`src/sv/tcld_pkg.sv`:
```
`default_nettype none
package tcld_pkg;

   // Character codes seen on the byte channel.
   localparam logic [7:0] CHAR_NEWLINE  = 8'h0a;
   localparam logic [7:0] CHAR_PRINT_LO = 8'h20;
   localparam logic [7:0] CHAR_PRINT_HI = 8'h7f;
   localparam logic [7:0] CHAR_COMMA    = 8'h2c;
   localparam logic [7:0] CHAR_ZERO     = 8'h30;
   localparam logic [7:0] CHAR_NINE     = 8'h39;

   // Scanning of numbers starts at this character position.
   localparam int SCAN_START = 5;

   // Keywords, left-justified in 64 bits, first character in the top byte.
   localparam int KW_COUNT = 5;
   localparam logic [63:0] KW_FLASH    = {"flash", 24'h0};
   localparam logic [63:0] KW_SOUNDOFF = "soundoff";
   localparam logic [63:0] KW_SOUND    = {"sound", 24'h0};
   localparam logic [63:0] KW_COLOR    = {"color", 24'h0};
   localparam logic [63:0] KW_RESET    = {"reset", 24'h0};
   // Keywords that are eight characters long; all others are five.
   localparam logic [KW_COUNT-1:0] KW_LONG_MASK = 5'b00010;

   // Color slots and the comma counter.
   localparam int SLOT_COUNT = 6;
   localparam int HALF_SLOTS = 3;
   localparam int COMMA_W    = 3;

   // Decoupling queue between the front and the back; depth is a power of two.
   localparam int QUEUE_DEPTH = 2;
   localparam int QPTR_W      = $clog2(QUEUE_DEPTH);
   localparam int QCNT_W      = $clog2(QUEUE_DEPTH + 1);

   // Configuration registers.
   localparam int CSR_INDEX_W = 4;
   localparam logic [CSR_INDEX_W-1:0] CSR_FLASH_DEFAULT = 4'd0;
   localparam logic [CSR_INDEX_W-1:0] CSR_SOUND_DEFAULT = 4'd1;
   localparam logic [15:0] FLASH_DEFAULT_RESET = 16'd200;
   localparam logic [15:0] SOUND_DEFAULT_RESET = 16'd10;

   // Saturation limits.
   localparam logic [19:0] DURATION_MAX = 20'd65535;
   localparam logic [11:0] COLOR_MAX    = 12'd255;

   typedef enum logic [2:0] {
      CMD_FLASH    = 3'd0,
      CMD_SOUNDOFF = 3'd1,
      CMD_SOUND    = 3'd2,
      CMD_COLOR    = 3'd3,
      CMD_RESET    = 3'd4,
      CMD_UNKNOWN  = 3'd5
   } tcld_cmd_type;

   // One classified word from the front to the back.
   typedef struct packed {
      logic       is_eol;
      logic [7:0] char_code;
      logic [2:0] kw_pos;
      logic       in_prefix;
      logic       scan;
      logic       is_digit;
      logic [3:0] digit;
      logic       is_comma;
      logic       len_ge5;
      logic       len_ge8;
      logic [5:0] line_length;
   } tcld_token_type;

   typedef struct packed {
      logic [15:0] flash_default;
      logic [15:0] sound_default;
   } tcld_cfg_type;

   typedef struct packed {
      tcld_cmd_type                  kind;
      logic [15:0]                   duration;
      logic [SLOT_COUNT-1:0][7:0]    color;
      logic [5:0]                    line_length;
   } tcld_result_type;

   function automatic logic [7:0] kw_char(input logic [2:0] k, input logic [2:0] pos);
      logic [63:0] w;
      case (k)
         3'd0:    w = KW_FLASH;
         3'd1:    w = KW_SOUNDOFF;
         3'd2:    w = KW_SOUND;
         3'd3:    w = KW_COLOR;
         3'd4:    w = KW_RESET;
         default: w = 64'h0;
      endcase
      return w[{3'd7 - pos, 3'b000} +: 8];
   endfunction

endpackage
`default_nettype wire

```
`src/sv/text_command_line_decoder.sv`:
```
// Text command line decoder.
//
// The req_ channel carries one received byte per word. Printable bytes are
// collected into a line of up to LINE_CAPACITY characters; a newline byte
// closes the line and produces exactly one decoded command on the rsp_
// channel. Every other byte produces nothing on the rsp_ channel.
// The csr_ channel writes the flash and sound default durations; csr_ready
// is always high. Write it only while no line is being decoded.
//
// A newline accepted on req_ is first written into the decoupling queue and,
// when the back end takes it from the head of the queue, into the output
// register that drives its command on rsp_.
// Throughput: one byte per cycle, sustained indefinitely while rsp_ready is
// high; this rate is set by the single-byte update of the back-end scanner.
// When the receiver stalls, the finished command waits in the output register
// and bytes keep flowing until the next newline reaches the head of the queue.
// That newline waits there, one more kept byte fills the queue behind it, and
// then req_ready drops. After reset the line is empty, all keyword matches are
// armed, and the defaults are 200 (flash) and 10 (sound).
`default_nettype none
module text_command_line_decoder #(
   parameter int LINE_CAPACITY = 32,
   parameter int COLOR_COUNT   = 6
) (
   input  wire logic                            clock,
   input  wire logic                            reset,
   input  wire logic                            req_valid,
   output logic                                 req_ready,
   input  wire logic [7:0]                      req_in_char,
   output logic                                 rsp_valid,
   input  wire logic                            rsp_ready,
   output logic [2:0]                           rsp_command_kind,
   output logic [15:0]                          rsp_duration_value,
   output logic [7:0]                           rsp_color_first,
   output logic [7:0]                           rsp_color_second,
   output logic [7:0]                           rsp_color_third,
   output logic [7:0]                           rsp_color_fourth,
   output logic [7:0]                           rsp_color_fifth,
   output logic [7:0]                           rsp_color_sixth,
   output logic [5:0]                           rsp_line_length,
   input  wire logic                            csr_valid,
   output logic                                 csr_ready,
   input  wire logic [tcld_pkg::CSR_INDEX_W-1:0] csr_index,
   input  wire logic [15:0]                     csr_wdata
);
   import tcld_pkg::*;

   // Configuration registers. Writes to an index outside the register list
   // complete the handshake but change nothing.
   tcld_cfg_type cfg_ff, cfg_in;

   always_comb begin
      csr_ready = 1'b1;
      cfg_in    = cfg_ff;
      if (csr_valid && csr_ready) begin
         if (csr_index == CSR_FLASH_DEFAULT) begin
            cfg_in.flash_default = csr_wdata;
         end else if (csr_index == CSR_SOUND_DEFAULT) begin
            cfg_in.sound_default = csr_wdata;
         end
      end
   end

   always_ff @(posedge clock) begin
      if (reset) begin
         cfg_ff.flash_default <= FLASH_DEFAULT_RESET;
         cfg_ff.sound_default <= SOUND_DEFAULT_RESET;
      end else begin
         cfg_ff <= cfg_in;
      end
   end

   // The front end classifies each byte, tracks the line position and drops
   // bytes that are not kept, so only useful words enter the queue.
   logic           q_full, q_push, q_valid, q_pop;
   tcld_token_type q_push_tok, q_tok;

   tcld_front #(
      .LINE_CAPACITY(LINE_CAPACITY)
   ) u_front (
      .clock       (clock),
      .reset       (reset),
      .req_valid   (req_valid),
      .req_ready   (req_ready),
      .req_in_char (req_in_char),
      .queue_full  (q_full),
      .push        (q_push),
      .push_tok    (q_push_tok)
   );

   tcld_queue u_queue (
      .clock     (clock),
      .reset     (reset),
      .push      (q_push),
      .push_tok  (q_push_tok),
      .full      (q_full),
      .pop       (q_pop),
      .pop_valid (q_valid),
      .pop_tok   (q_tok)
   );

   // The back end matches keywords, accumulates the duration and the color
   // values, and loads the output register when a line closes. It holds a
   // newline word in the queue only while the output register is still full.
   tcld_result_type res;

   tcld_back #(
      .COLOR_COUNT(COLOR_COUNT)
   ) u_back (
      .clock     (clock),
      .reset     (reset),
      .tok_valid (q_valid),
      .tok       (q_tok),
      .tok_take  (q_pop),
      .cfg       (cfg_ff),
      .res_valid (rsp_valid),
      .res_ready (rsp_ready),
      .res       (res)
   );

   always_comb begin
      rsp_command_kind   = res.kind;
      rsp_duration_value = res.duration;
      rsp_color_first    = res.color[0];
      rsp_color_second   = res.color[1];
      rsp_color_third    = res.color[2];
      rsp_color_fourth   = res.color[3];
      rsp_color_fifth    = res.color[4];
      rsp_color_sixth    = res.color[5];
      rsp_line_length    = res.line_length;
   end

   // A command other than flash or sound never carries a duration.
   assert property (@(posedge clock) disable iff (reset)
      rsp_valid && rsp_command_kind != CMD_FLASH && rsp_command_kind != CMD_SOUND
      |-> rsp_duration_value == 16'd0)
      else $error("duration reported for a command without one");

   // Only a color command carries color values.
   assert property (@(posedge clock) disable iff (reset)
      rsp_valid && rsp_command_kind != CMD_COLOR
      |-> (rsp_color_first | rsp_color_second | rsp_color_third |
           rsp_color_fourth | rsp_color_fifth | rsp_color_sixth) == 8'd0)
      else $error("color values reported for a non-color command");

   // The reported line length never exceeds the line capacity.
   assert property (@(posedge clock) disable iff (reset)
      rsp_valid && (LINE_CAPACITY < 64) |-> rsp_line_length <= 6'(LINE_CAPACITY))
      else $error("line length beyond capacity");

endmodule
`default_nettype wire

```
`src/sv/tcld_front.sv`:
```
`default_nettype none
module tcld_front #(
   parameter int LINE_CAPACITY = 32
) (
   input  wire logic                    clock,
   input  wire logic                    reset,
   input  wire logic                    req_valid,
   output logic                         req_ready,
   input  wire logic [7:0]              req_in_char,
   input  wire logic                    queue_full,
   output logic                         push,
   output tcld_pkg::tcld_token_type     push_tok
);
   import tcld_pkg::*;

   localparam int CNT_W = $clog2(LINE_CAPACITY + 1);

   logic [CNT_W-1:0] count_ff, count_in;
   logic accept, is_nl, printable, room;

   always_comb begin
      req_ready = !queue_full;
      accept    = req_valid && req_ready;
      is_nl     = req_in_char == CHAR_NEWLINE;
      printable = req_in_char >= CHAR_PRINT_LO && req_in_char <= CHAR_PRINT_HI;
      room      = count_ff < CNT_W'(LINE_CAPACITY);
      push      = accept && (is_nl || (printable && room));

      push_tok.is_eol      = is_nl;
      push_tok.char_code   = req_in_char;
      push_tok.kw_pos      = count_ff[2:0];
      push_tok.in_prefix   = count_ff < CNT_W'(8);
      push_tok.scan        = count_ff >= CNT_W'(SCAN_START);
      push_tok.is_digit    = req_in_char >= CHAR_ZERO && req_in_char <= CHAR_NINE;
      push_tok.digit       = 4'(req_in_char - CHAR_ZERO);
      push_tok.is_comma    = req_in_char == CHAR_COMMA;
      push_tok.len_ge5     = count_ff >= CNT_W'(5);
      push_tok.len_ge8     = count_ff >= CNT_W'(8);
      push_tok.line_length = 6'(count_ff);

      count_in = count_ff;
      if (accept) begin
         if (is_nl) begin
            count_in = '0;
         end else if (printable && room) begin
            count_in = count_ff + CNT_W'(1);
         end
      end
   end

   always_ff @(posedge clock) begin
      if (reset) begin
         count_ff <= '0;
      end else begin
         count_ff <= count_in;
      end
   end

endmodule
`default_nettype wire

```
`src/sv/tcld_queue.sv`:
```
`default_nettype none
module tcld_queue (
   input  wire logic                    clock,
   input  wire logic                    reset,
   input  wire logic                    push,
   input  wire tcld_pkg::tcld_token_type push_tok,
   output logic                         full,
   input  wire logic                    pop,
   output logic                         pop_valid,
   output tcld_pkg::tcld_token_type     pop_tok
);
   import tcld_pkg::*;

   tcld_token_type tok_ff [QUEUE_DEPTH];
   logic [QPTR_W-1:0] wr_ff, wr_in, rd_ff, rd_in;
   logic [QCNT_W-1:0] count_ff, count_in;
   logic do_push, do_pop;

   always_comb begin
      full      = count_ff == QCNT_W'(QUEUE_DEPTH);
      pop_valid = count_ff != '0;
      pop_tok   = tok_ff[rd_ff];
      do_push   = push && !full;
      do_pop    = pop && pop_valid;
      wr_in     = do_push ? wr_ff + QPTR_W'(1) : wr_ff;
      rd_in     = do_pop ? rd_ff + QPTR_W'(1) : rd_ff;
      count_in  = count_ff;
      if (do_push && !do_pop) begin
         count_in = count_ff + QCNT_W'(1);
      end else if (do_pop && !do_push) begin
         count_in = count_ff - QCNT_W'(1);
      end
   end

   always_ff @(posedge clock) begin
      if (reset) begin
         wr_ff    <= '0;
         rd_ff    <= '0;
         count_ff <= '0;
      end else begin
         wr_ff    <= wr_in;
         rd_ff    <= rd_in;
         count_ff <= count_in;
      end
   end

   always_ff @(posedge clock) begin
      if (do_push) begin
         tok_ff[wr_ff] <= push_tok;
      end
   end

endmodule
`default_nettype wire

```
`src/sv/tcld_back.sv`:
```
`default_nettype none
module tcld_back #(
   parameter int COLOR_COUNT = 6
) (
   input  wire logic                     clock,
   input  wire logic                     reset,
   input  wire logic                     tok_valid,
   input  wire tcld_pkg::tcld_token_type tok,
   output logic                          tok_take,
   input  wire tcld_pkg::tcld_cfg_type   cfg,
   output logic                          res_valid,
   input  wire logic                     res_ready,
   output tcld_pkg::tcld_result_type     res
);
   import tcld_pkg::*;

   logic [KW_COUNT-1:0]   flags_ff, flags_in;
   logic [15:0]           num_ff, num_in;
   logic [7:0]            color_ff [SLOT_COUNT];
   logic [7:0]            color_in [SLOT_COUNT];
   logic [COMMA_W-1:0]    comma_ff, comma_in;
   logic                  stopped_ff, stopped_in;
   logic                  res_valid_ff, res_valid_in;
   tcld_result_type       res_ff, res_in;

   logic out_free, keep_take, eol_take, in_prefix_k;
   logic [19:0] num_ext, num_next;
   logic [11:0] col_ext, col_next;
   logic [7:0]  cur_color;
   logic [7:0]  col_sat;
   logic [15:0] num_sat;
   logic [KW_COUNT-1:0] hit;
   tcld_cmd_type kind;

   always_comb begin
      out_free  = !res_valid_ff || res_ready;
      tok_take  = tok_valid && (!tok.is_eol || out_free);
      keep_take = tok_take && !tok.is_eol;
      eol_take  = tok_take && tok.is_eol;

      // Color slot addressed by the comma counter.
      cur_color = '0;
      for (int s = 0; s < SLOT_COUNT; s++) begin
         if (comma_ff == COMMA_W'(s)) begin
            cur_color = color_ff[s];
         end
      end

      // Multiply by ten as two shifts and an add, add the digit, then saturate.
      num_ext  = {4'b0, num_ff};
      num_next = (num_ext << 3) + (num_ext << 1) + 20'(tok.digit);
      num_sat  = num_next > DURATION_MAX ? 16'hffff : num_next[15:0];
      col_ext  = {4'b0, cur_color};
      col_next = (col_ext << 3) + (col_ext << 1) + 12'(tok.digit);
      col_sat  = col_next > COLOR_MAX ? 8'hff : col_next[7:0];

      flags_in    = flags_ff;
      num_in      = num_ff;
      comma_in    = comma_ff;
      stopped_in  = stopped_ff;
      in_prefix_k = 1'b0;
      for (int s = 0; s < SLOT_COUNT; s++) begin
         color_in[s] = color_ff[s];
      end

      if (keep_take) begin
         for (int k = 0; k < KW_COUNT; k++) begin
            in_prefix_k = KW_LONG_MASK[k] ? tok.in_prefix : !tok.scan;
            if (in_prefix_k && tok.char_code != kw_char(3'(k), tok.kw_pos)) begin
               flags_in[k] = 1'b0;
            end
         end
         if (tok.scan) begin
            if (tok.is_digit) begin
               num_in = num_sat;
               if (!stopped_ff && comma_ff < COMMA_W'(COLOR_COUNT)) begin
                  for (int s = 0; s < SLOT_COUNT; s++) begin
                     if (comma_ff == COMMA_W'(s)) begin
                        color_in[s] = col_sat;
                     end
                  end
               end
            end else if (tok.is_comma && !stopped_ff) begin
               comma_in = comma_ff + COMMA_W'(1);
               if (comma_in >= COMMA_W'(COLOR_COUNT)) begin
                  stopped_in = 1'b1;
               end
            end
         end
      end else if (eol_take) begin
         flags_in   = '1;
         num_in     = '0;
         comma_in   = '0;
         stopped_in = 1'b0;
         for (int s = 0; s < SLOT_COUNT; s++) begin
            color_in[s] = '0;
         end
      end

      // Keyword choice in priority order.
      for (int k = 0; k < KW_COUNT; k++) begin
         hit[k] = flags_ff[k] && (KW_LONG_MASK[k] ? tok.len_ge8 : tok.len_ge5);
      end
      if (hit[0]) begin
         kind = CMD_FLASH;
      end else if (hit[1]) begin
         kind = CMD_SOUNDOFF;
      end else if (hit[2]) begin
         kind = CMD_SOUND;
      end else if (hit[3]) begin
         kind = CMD_COLOR;
      end else if (hit[4]) begin
         kind = CMD_RESET;
      end else begin
         kind = CMD_UNKNOWN;
      end

      res_in.kind        = kind;
      res_in.line_length = tok.line_length;
      case (kind)
         CMD_FLASH: res_in.duration = num_ff != '0 ? num_ff : cfg.flash_default;
         CMD_SOUND: res_in.duration = num_ff != '0 ? num_ff : cfg.sound_default;
         default:   res_in.duration = '0;
      endcase
      for (int s = 0; s < SLOT_COUNT; s++) begin
         res_in.color[s] = '0;
         if (kind == CMD_COLOR) begin
            if (s >= HALF_SLOTS && comma_ff < COMMA_W'(HALF_SLOTS)) begin
               res_in.color[s] = color_ff[(s >= HALF_SLOTS) ? s - HALF_SLOTS : s];
            end else begin
               res_in.color[s] = color_ff[s];
            end
         end
      end

      if (eol_take) begin
         res_valid_in = 1'b1;
      end else if (res_ready) begin
         res_valid_in = 1'b0;
      end else begin
         res_valid_in = res_valid_ff;
      end

      res_valid = res_valid_ff;
      res       = res_ff;
   end

   always_ff @(posedge clock) begin
      if (reset) begin
         flags_ff     <= '1;
         num_ff       <= '0;
         comma_ff     <= '0;
         stopped_ff   <= 1'b0;
         res_valid_ff <= 1'b0;
         for (int s = 0; s < SLOT_COUNT; s++) begin
            color_ff[s] <= '0;
         end
      end else begin
         flags_ff     <= flags_in;
         num_ff       <= num_in;
         comma_ff     <= comma_in;
         stopped_ff   <= stopped_in;
         res_valid_ff <= res_valid_in;
         for (int s = 0; s < SLOT_COUNT; s++) begin
            color_ff[s] <= color_in[s];
         end
      end
   end

   always_ff @(posedge clock) begin
      if (eol_take) begin
         res_ff <= res_in;
      end
   end

endmodule
`default_nettype wire
```
`config.mk`:
```
export PLATFORM = sky130hd
export DESIGN_NAME = text_command_line_decoder
export DESIGN_NICKNAME = d
export VERILOG_FILES = /design/src/sv/tcld_pkg.sv /design/src/sv/text_command_line_decoder.sv /design/src/sv/tcld_front.sv /design/src/sv/tcld_queue.sv /design/src/sv/tcld_back.sv
export SDC_FILE = /design/constraint.sdc
export NUM_CORES = 1
export LEC_CHECK = 0
export BUFFER_PORTS_ARGS = -buffer_cell sky130_fd_sc_hd__buf_2
export CAP_MARGIN = 5
export CORE_MARGIN = 8
export CORE_UTILIZATION = 35
export CTS_CLUSTER_DIAMETER = 200
export DETAILED_ROUTE_END_ITERATION = 10
export HOLD_SLACK_MARGIN = 0.02
export SLEW_MARGIN = 30
export SYNTH_ARGS = -nofsm -noshare
export SYNTH_HDL_FRONTEND = slang
export SYNTH_SLANG_ARGS = --single-unit
```
`constraint.sdc`:
```
create_clock -name clock -period 6.7 [get_ports clock]
set_input_delay 1.005 -clock clock [delete_from_list [all_inputs] [get_ports clock]]
set_output_delay 1.005 -clock clock [all_outputs]
set_load 0.1 [all_outputs]
```
==> run metrics, run 1 <==
CTS tree=done; Synth Instances=1182; Routed WL=30.4 mm; largest net degree at the start of global routing=78; RSZ-0062 raised after global routing=false; clock root buffer=clkbuf_16; Area after DPL=0.0125 mm2; Synth Net Count=1282; Yosys warnings=0; FF-to-FF Start=u_back.comma_ff[1]; CTS H-Tree Depth=1; via count=9165; Initial Util=0.354; Slew Viols, Final=0; Tcrit/Tclk final=0.720; post-route cell area=0.0134 mm2; switching power=2.03 mW; FP Rows=66; synthesized flop and latch total=230; Via density=5.26; Seq/Total Area, Yosys=0.500; Synth cell types=68; P&R area growth vs syn=16.7%; Lkg Pwr=5.01 nW; Post-synth EDFFs=113; antenna cells=0; first-pass GRT wire length=48.3 mm; Fillers=3232; GRT overflow=0; Final Hold Viols=0; Die W=197 um; CTS sink cnt=230; synth top area cells=edfxtp_1, dfxtp_1, nand2_1; Total Nets Final=1379; Hold Crit Depth=2; Slew headroom=0.275; sw frac=0.416; post_cts resized=0; Clock transition at path regs=60 ps; post-layout min period=4820 ps; R2R Setup Slk=1880 ps; First-pass DRT Iterations=5; die area=0.0388 mm2; clock share of power=0.293; cts bufs inserted=27; share of cells above drive strength 1=0.155; final setup violation count=0; top-area cell type share of the netlist area=0.296; Routed Antenna Nets=0; Worst R2R Path Depth=17; Setup TNS Final=0 ps; GRT Total Usage=0.152; clk_lat worst skew=530 ps; fmax=207 MHz; chip height=197 um; reg2reg end=u_back.color_ff[0][10]; Setup crit end kind=flop; Max VDD drop=0.000219 V; setup bufs post-CTS=0; hold_sp=cfg_ff[17]; Internal=2.84 mW; pwr/cell area=364 mW/mm2; most frequent cell after synthesis=nand2_1; Post-synth top cells=nand2_1, a21oi_1, dfxtp_1; Mean Syn Cell Area=9.70 um2; Worst Max-Slew Pin Slew=1090 ps; Worst Setup Start Kind=flop; Cell Area, Synth=0.0115 mm2; WHS=454 ps; I/O pins=109; via count of the first global-routing pass=8858; CTS Hold Bufs=0; routability cong.=0.898; Async SR Flop Fraction=0; WL/cell=17.5 um; Combinational Power Share=0.350; Hold Path Sink=cfg_ff[17]; worst endpoint data arrival time=5260 ps; I/O Buffers=107; maxcap violations=0; status=finished clean; Tightest Hold Check Type=flop to flop; Core Region=0.0324 mm2; DRC viols=0; Primary FF master, synth=dfxtp_1; CTS Buffer Depth=3; placed wire-length estimate=21.3 mm; final clock skew=14.7 ps; share of power burned in registers=0.356; crit path max fanout=22; Initial DRC Count=626; WP data required=7140 ps; cell taking the most area after synthesis=edfxtp_1; critical path class=flop to flop; initial antenna violation count=0
-- logic make-up after synthesis --
family                     after synthesis  synth area share
and+or+nand+nor                        407             0.166
AOI/OAI and AO/OA                      337             0.184
DFF                                    230             0.500
buffers and inverters                   91            0.0323
adders and majority gates               67            0.0757
xor gates and xnor gates                26            0.0199
muxes                                   23            0.0216
other                                    1          0.000327
-- stage by stage --
step / power, mW / setup WS [ps] / instances / util
floorplan: 3.15 / 1290 / 1182 / -
global placement: 3.47 / 1740 / 1691 / 0.385
detailed placement: 3.48 / 1910 / 1691 / 0.386
CTS: 4.93 / 1890 / 1741 / 0.413
global route: 5.07 / 1480 / 1742 / 0.413
finish: 4.87 / 1880 / 1742 / 0.413
-- critical path: stages, from the launching register on --
cell      delay, ps
dfxtp_1         360
inv_1           130
ha_1            690
nand3b_1        150
a21oi_1         180
a21oi_1          60
o21ai_0         170
nor2_1           80
a21o_1          190
fa_1            540
inv_1            70
fa_1            450
a21o_1          170
a21oi_1         280
nor4_1          130
a211oi_4        680
nor3_2          180
o21ai_0         210
-- worst max-delay path by stage --
stage                                  end               start  slack, ps  cells past startpoint
detailed placement   u_back.color_ff[0][5]  u_back.comma_ff[0]       1910                     17
finish              u_back.color_ff[0][10]  u_back.comma_ff[1]       1880                     17
floorplan           u_back.color_ff[0][32]           rsp_ready       1290                      6
global placement    u_back.color_ff[0][39]  u_back.comma_ff[0]       1740                     17
CTS                  u_back.color_ff[0][5]  u_back.comma_ff[1]       1890                     17
global route         u_back.color_ff[0][1]  u_back.comma_ff[1]       1480                     17
-- power by group through the flow --
stage               combinational, mW  sequential (mW)  clock [mW]
finish                           1.71             1.74        1.43
global route                     1.80             1.75        1.52
CTS                              1.72             1.74        1.47
detailed placement               1.72             1.76           0
global placement                 1.70             1.77           0
floorplan                       0.577             2.57           0
-- cells in the final DEF (no fill, tap or decap), types with 4 or more instances in the layout --
cell and count:
nand2_1 226, a21oi_1 122, dfxtp_1 117, edfxtp_1 113, buf_2 106, o21ai_0 81
ha_1 63, nor2_1 44, inv_1 34, a22o_1 34, and2_1 30, clkbuf_16 27
nand3_1 19, nor3_1 18, xnor2_1 18, a31oi_1 17, buf_4 15, mux2i_1 13
a21o_1 12, nor4_1 10, a41oi_1 10, nand3b_1 9, nor3_2 9, nor2b_1 8
o21a_1 8, mux2_2 8, xor2_1 8, nand2b_1 7, clkinv_2 7, a221o_1 6
or3_1 6, o211ai_1 5, and3_1 5, and4_1 4, clkinv_1 4, fa_1 4
-- sequential cells by signal (all words and copies together), names as in the netlist, named ones only --
signal	cells
u_back.res	73
u_back.color_ff	48
u_queue.tok_ff	40
cfg_ff	32
u_back.num_ff	16
u_front.count_ff	6
u_back.flags_ff	5
u_back.comma_ff	3
u_queue.count_ff	2
u_back.res_valid	1
u_back.stopped_ff	1
u_queue.rd_ff	1
u_queue.wr_ff	1
-- final cells by class --
type | count | area [um2] | area share
inverters | 36 | 135 | 0.0101
clock inverters | 17 | 151 | 0.0113
repair buffers | 123 | 666 | 0.0498
multi-input cells | 861 | 5410 | 0.404
well taps | 442 | 553 | 0.0413
flip-flops and latches | 230 | 5740 | 0.429
clock buffers | 33 | 728 | 0.0544
-- routing by layer --
layer	vias up	track usage	share of wire
li1	4483	-	-
met1	4345	0.202	0.46
met2	274	0.249	0.45
met3	63	0.0230	0.054
met4	0	0.0546	0.034
met5	-	0	0
Power figures use the tool's default switching activity.
==> run 2, diff against run 1 <==
clock period = 4.22 ns   (was 6.7 ns; I/O delays follow)
==> run 2 against run 1 <==
Effect of this change:
- power up 60%
- design area up 1.3%
- clock skew down 5.8 ps
- setup slack worse by 1600 ps
- critical endpoint is now u_back.color_ff[0][45]
- via count about the same
- largest power group unchanged
- sequential power up 59%
- critical path type unchanged
==> run metrics, run 2 (synthesis results as in run 1) <==
antenna cells=0 (unchanged); worst path bufs/invs=3 (+1); placed wire-length estimate=22.2 mm (+3.8%); via count of the first global-routing pass=8881 (+0.26%); WHS=318 ps (-136 ps); worst-path cell chain=inv_1 > ha_2 > buf_4 > o21ai_0 > and2_1 > buf_4 > a221o_1 > ha_1 > ha_1 > or4_1 > a211o_1 > nor3_4 > o21ai_0; Internal=4.56 mW (+60%); Initial Util=0.354 (unchanged); Initial DRC Count=625 (-0.16%); via count=9158 (-0.076%); P&R area growth vs syn=18.2%; post-layout min period=3960 ps (-868 ps); die area=0.0388 mm2 (unchanged); Max VDD drop=0.000378 V (+73%); initial antenna violation count=0 (unchanged); critical path's slowest cell=a211o_1; Die W=197 um (unchanged); GRT Total Usage=0.155 (+0.00308); GRT overflow=0 (unchanged); final setup violation count=0 (unchanged); final core occ=0.419 (+0.00557); commonest non-fill, non-tap cell in the layout=nand2_1; clock root buffer=clkbuf_16; fmax=253 MHz (+22%); FP Rows=66 (unchanged); share of cells above drive strength 1=0.165 (+0.0102); Tightest Hold Check Type=input pin to flop; Lkg Pwr=5.12 nW (+2.0%); clock share of power=0.292 (about the same); critical path class=flop to flop; Largest register FFs=73 (unchanged); Worst Setup Start Kind=flop; Slew headroom=0.260 (-0.0152); clk_lat worst skew=530 ps (about the same); DRC viols=0 (unchanged); worst setup margin=263 ps (-1610 ps); RSZ-0062 raised after global routing=false; maxcap violations=0 (unchanged); most frequent cells in the layout=nand2_1, a21oi_1, dfxtp_1; setup bufs post-CTS=0 (unchanged); WL/cell=17.5 um (+0.49%); I/O pins=109 (unchanged); Setup crit end kind=flop; First-pass DRT Iterations=5 (unchanged); Total Nets Final=1397 (+1.3%); share of power burned in registers=0.354 (-0.002); CTS Buffer Depth=3 (unchanged); WP data required=4600 ps (-2540 ps); CTS tree=done; Final Hold Viols=0 (unchanged); Tcrit/Tclk final=0.938 (+0.217); delay-heaviest family, CP=compound AO/OA/AOI/OAI gates; CTS sink cnt=230 (unchanged); chip height=197 um (unchanged); Slew Viols, Final=0 (unchanged); Worst Max-Slew Pin Slew=1110 ps (+22.8 ps); routability cong.=0.917 (+2.1%); Slowest Stage Delay on Critical Path=550 ps (-140 ps); Via density=5.21 (-1.0%); Routed WL=30.9 mm (+1.5%); final clock skew=8.92 ps (-5.79 ps); status=finished clean; Clock transition at path regs=60 ps (about the same); Combinational Power Share=0.354 (+0.004); pwr/cell area=575 mW/mm2 (+58%); first-pass GRT wire length=49.0 mm (+1.3%); largest net degree at the start of global routing=53 (-32%); I/O Buffers=107 (unchanged); CTS H-Tree Depth=1 (unchanged); sw frac=0.415 (-0.00139); worst endpoint data arrival time=4340 ps (-920 ps); crit path max fanout=8 (-64%); Routed Antenna Nets=0 (unchanged); cts bufs inserted=26 (-3.7%); Core Region=0.0324 mm2 (unchanged); switching power=3.23 mW (+60%); dpl ws=-12.9 ps (-1920 ps)
-- run 2: changes by cell type in the layout (fill, tap and decap cells not counted), sizes merged --
cell | previous run | this run
buf | 123 | 142
clkinv | 14 | 13
clkbuf | 33 | 34
inv | 36 | 34
-- run 2: timing repair --
action / CTS / global route
setup endpoints to repair: 1 / 48
gates resized for setup: 2 / 13
hold buffers: 0 / 0
-- run 2: power by group through the flow --
stage / Sequential (mW) / Clock (mW) / Combinational (mW)
4_1_cts: 2.76 / 2.33 / 2.76
2_1_floorplan: 4.07 / 0 / 0.920
3_5_place_dp: 2.80 / 0 / 2.75
5_1_grt: 2.79 / 2.41 / 2.92
3_3_place_gp: 2.80 / 0 / 2.73
6_report: 2.76 / 2.27 / 2.76
-- run 2: worst reg2reg max path, delay by kind of cell (launching register included) --
| family | cells | cell delay (ps) |
|---|---|---|
| simple gates | 3 | 1090 |
| compound gates | 4 | 1120 |
| flops | 1 | 360 |
| buf+inv | 3 | 470 |
| fa+ha+maj | 3 | 780 |
-- run 2: layout make-up --
class | count | area, um2
Clock buffer | 34 | 743
Clock inverter | 14 | 125
Fill cell | 3231 | 18800
Inverter | 36 | 135
Multi-Input combinational cell | 861 | 5450
Sequential cell | 230 | 5740
Tap cell | 442 | 553
Timing Repair Buffer | 142 | 812
-- run 2: routing by layer --
layer / up-vias / track usage / share of wire
met3: 57 / 0.0261 / 0.055
met5: - / 0 / 0
li1: 4522 / - / -
met4: 0 / 0.0476 / 0.028
met1: 4313 / 0.200 / 0.44
met2: 266 / 0.263 / 0.47
-- run 2: worst paths after layout --
path / startpoint / end / slack (ps) / cells after the start
worst min register to register: cfg_ff[13] / cfg_ff[13] / 450 / 2
worst min-delay path: req_in_char[0] / u_queue.tok_ff[1][19] / 320 / 1
worst max-delay path: u_back.comma_ff[0] / u_back.color_ff[0][45] / 260 / 13
worst max register to register: u_back.comma_ff[0] / u_back.color_ff[0][45] / 260 / 13
-- run 2: per-stage QoR --
stage	area [um2]	setup TNS, ps	total power [mW]	std cells
detailed placement	12600	-12.9	5.55	1710
global placement	12600	0	5.53	1710
global route	13600	0	8.12	1759
floorplan	11500	0	4.99	1182
finish	13600	0	7.79	1759
CTS	13500	-0.639	7.85	1758
==> run 3, diff against run 2 <==
CORE_UTILIZATION = 54   (was 35)
CTS_CLUSTER_SIZE = 16   (was unset)
PLACE_DENSITY = 0.77   (was unset)
==> run 3 against run 2 <==
Effect of this change:
- power shrank 9.1%
- count of clock-buffer cells in the layout shrank 3
- clock power shrank 30%
- sequential share of layout area grew 1.6 points
- routed wire length shrank 6.3%
- setup slack lost 52 ps
- largest power group unchanged
- highest routed layer unchanged
==> run metrics, run 3 (synthesis results as in run 1) <==
status=finished clean; Initial DRC Count=622 (-0.48%); antenna cells=0 (unchanged); clock root buffer=clkbuf_16; Slew Viols, Final=0 (unchanged); initial antenna violation count=0 (unchanged); Core Region=0.0210 mm2 (-35%); Tot Pwr=7.09 mW (-9.1%); P&R area growth vs syn=13.9%; WHS=370 ps (+52.1 ps); worst path bufs/invs=3 (unchanged); I/O pins=109 (unchanged); GRT Total Usage=0.216 (+0.0604); Routed WL=28.9 mm (-6.3%); Slowest Stage Delay on Critical Path=530 ps (-20 ps); Initial Util=0.547 (+0.193); die area=0.0262 mm2 (-33%); WP data required=4580 ps (-20 ps); final core occ=0.623 (+0.205); critical path's slowest cell=a211o_1; Worst Max-Slew Pin Slew=1020 ps (-88.6 ps); DRC viols=0 (unchanged); dpl ws=-127 ps (-114 ps); CTS Buffer Depth=3 (unchanged); WL/cell=18.3 um (+4.5%); Lkg Pwr=4.96 nW (-3.1%); CTS tree=done; commonest non-fill, non-tap cell in the layout=nand2_1; crit path max fanout=13 (+5); post-layout min period=4010 ps (+51.8 ps); placed wire-length estimate=21.1 mm (-4.9%); cts bufs inserted=18 (-31%); Via density=5.91 (+13%); Total Nets Final=1391 (-0.43%); maxcap violations=0 (unchanged); Tcrit/Tclk final=0.950 (+0.0123); chip height=162 um (-18%); first-pass GRT wire length=46.5 mm (-5.1%); via count=9319 (+1.8%); Routed Antenna Nets=0 (unchanged); most frequent cells in the layout=nand2_1, a21oi_1, dfxtp_1; final clock skew=17.9 ps (+8.96 ps); via count of the first global-routing pass=8781 (-1.1%); Setup TNS Final=0 ps (unchanged); Clock transition at path regs=80 ps (+20 ps); share of cells above drive strength 1=0.154 (-0.0105); largest net degree at the start of global routing=78 (+47%); Worst Setup Start Kind=flop; critical path class=flop to flop; worst setup margin=212 ps (-51.8 ps); CTS H-Tree Depth=1 (unchanged); delay-heaviest family, CP=compound AO/OA/AOI/OAI gates; fmax=249 MHz (-1.3%); First-pass DRT Iterations=7 (+2); worst endpoint data arrival time=4360 ps (+20 ps); Tightest Hold Check Type=input pin to flop; Max VDD drop=0.000573 V (+52%); Slew headroom=0.319 (+0.0591); FP Rows=53 (-20%); CTS sink cnt=230 (unchanged); Final Hold Viols=0 (unchanged); worst-path cell chain=inv_1 > ha_2 > buf_4 > o21ai_0 > and2_1 > buf_4 > a221o_1 > ha_1 > ha_1 > or4_1 > a211o_1 > nor3_4 > o21ai_0; routability cong.=0.946 (+3.2%); Die W=162 um (-18%); final setup violation count=0 (unchanged); pwr/cell area=543 mW/mm2 (-5.6%); I/O Buffers=107 (unchanged); clk_lat worst skew=490 ps (-40 ps); Setup crit end kind=flop; Largest register FFs=73 (unchanged); GRT overflow=0 (unchanged)
[run 3: changes by cell type in the layout (fill, tap and decap cells not counted), sizes merged]
cell	change
buf	+2
clkinvlp	-1
clkinv	-11
bufinv	-2
clkbuf	-3
inv	+1
[run 3: layer usage]
layer	vias up	track usage	share of wire
met5	-	0	0
met4	0	0.0535	0.023
met3	48	0.0364	0.073
met2	332	0.358	0.48
met1	4440	0.289	0.43
li1	4499	-	-
[run 3: timing repair]
item / 4_1_cts / 5_1_grt
hold buffers: 0 / 0
pin swaps: 0 / 7
setup endpoints to repair: 48 / 48
resized for setup: 1 / 19
buffers inserted: 0 / 1
[run 3: layout make-up]
cell class / instances / area [um2]
Clock buffer: 31 / 520
Clock inverter: 1 / 11.3
Fill cell: 1803 / 7890
Inverter: 36 / 135
Multi-Input combinational cell: 861 / 5480
Sequential cell: 230 / 5740
Tap cell: 275 / 344
Timing Repair Buffer: 144 / 836
[run 3: where the power goes]
group          leakage, nW  switching [mW]  total (mW)  internal (mW)
logic                 2.70            2.19        2.73          0.542
registers             2.00           0.107        2.76           2.65
clock network        0.254           0.753        1.60          0.846
[run 3: final timing paths]
kind	startpoint	end	slack [ps]	cells after the start
worst min-delay path	req_in_char[0]	u_queue.tok_ff[0][19]	370	1
worst min register to register	cfg_ff[9]	cfg_ff[9]	450	2
worst max-delay path	u_back.comma_ff[1]	u_back.color_ff[0][0]	210	13
worst max register to register	u_back.comma_ff[1]	u_back.color_ff[0][0]	210	13
[run 3: stage by stage]
step	std cells	cell area, um2
after floorplan	1182	11500
after global placement	1544	12400
after detailed placement	1544	12400
after CTS	1576	12900
after global routing	1578	13100
final	1578	13100
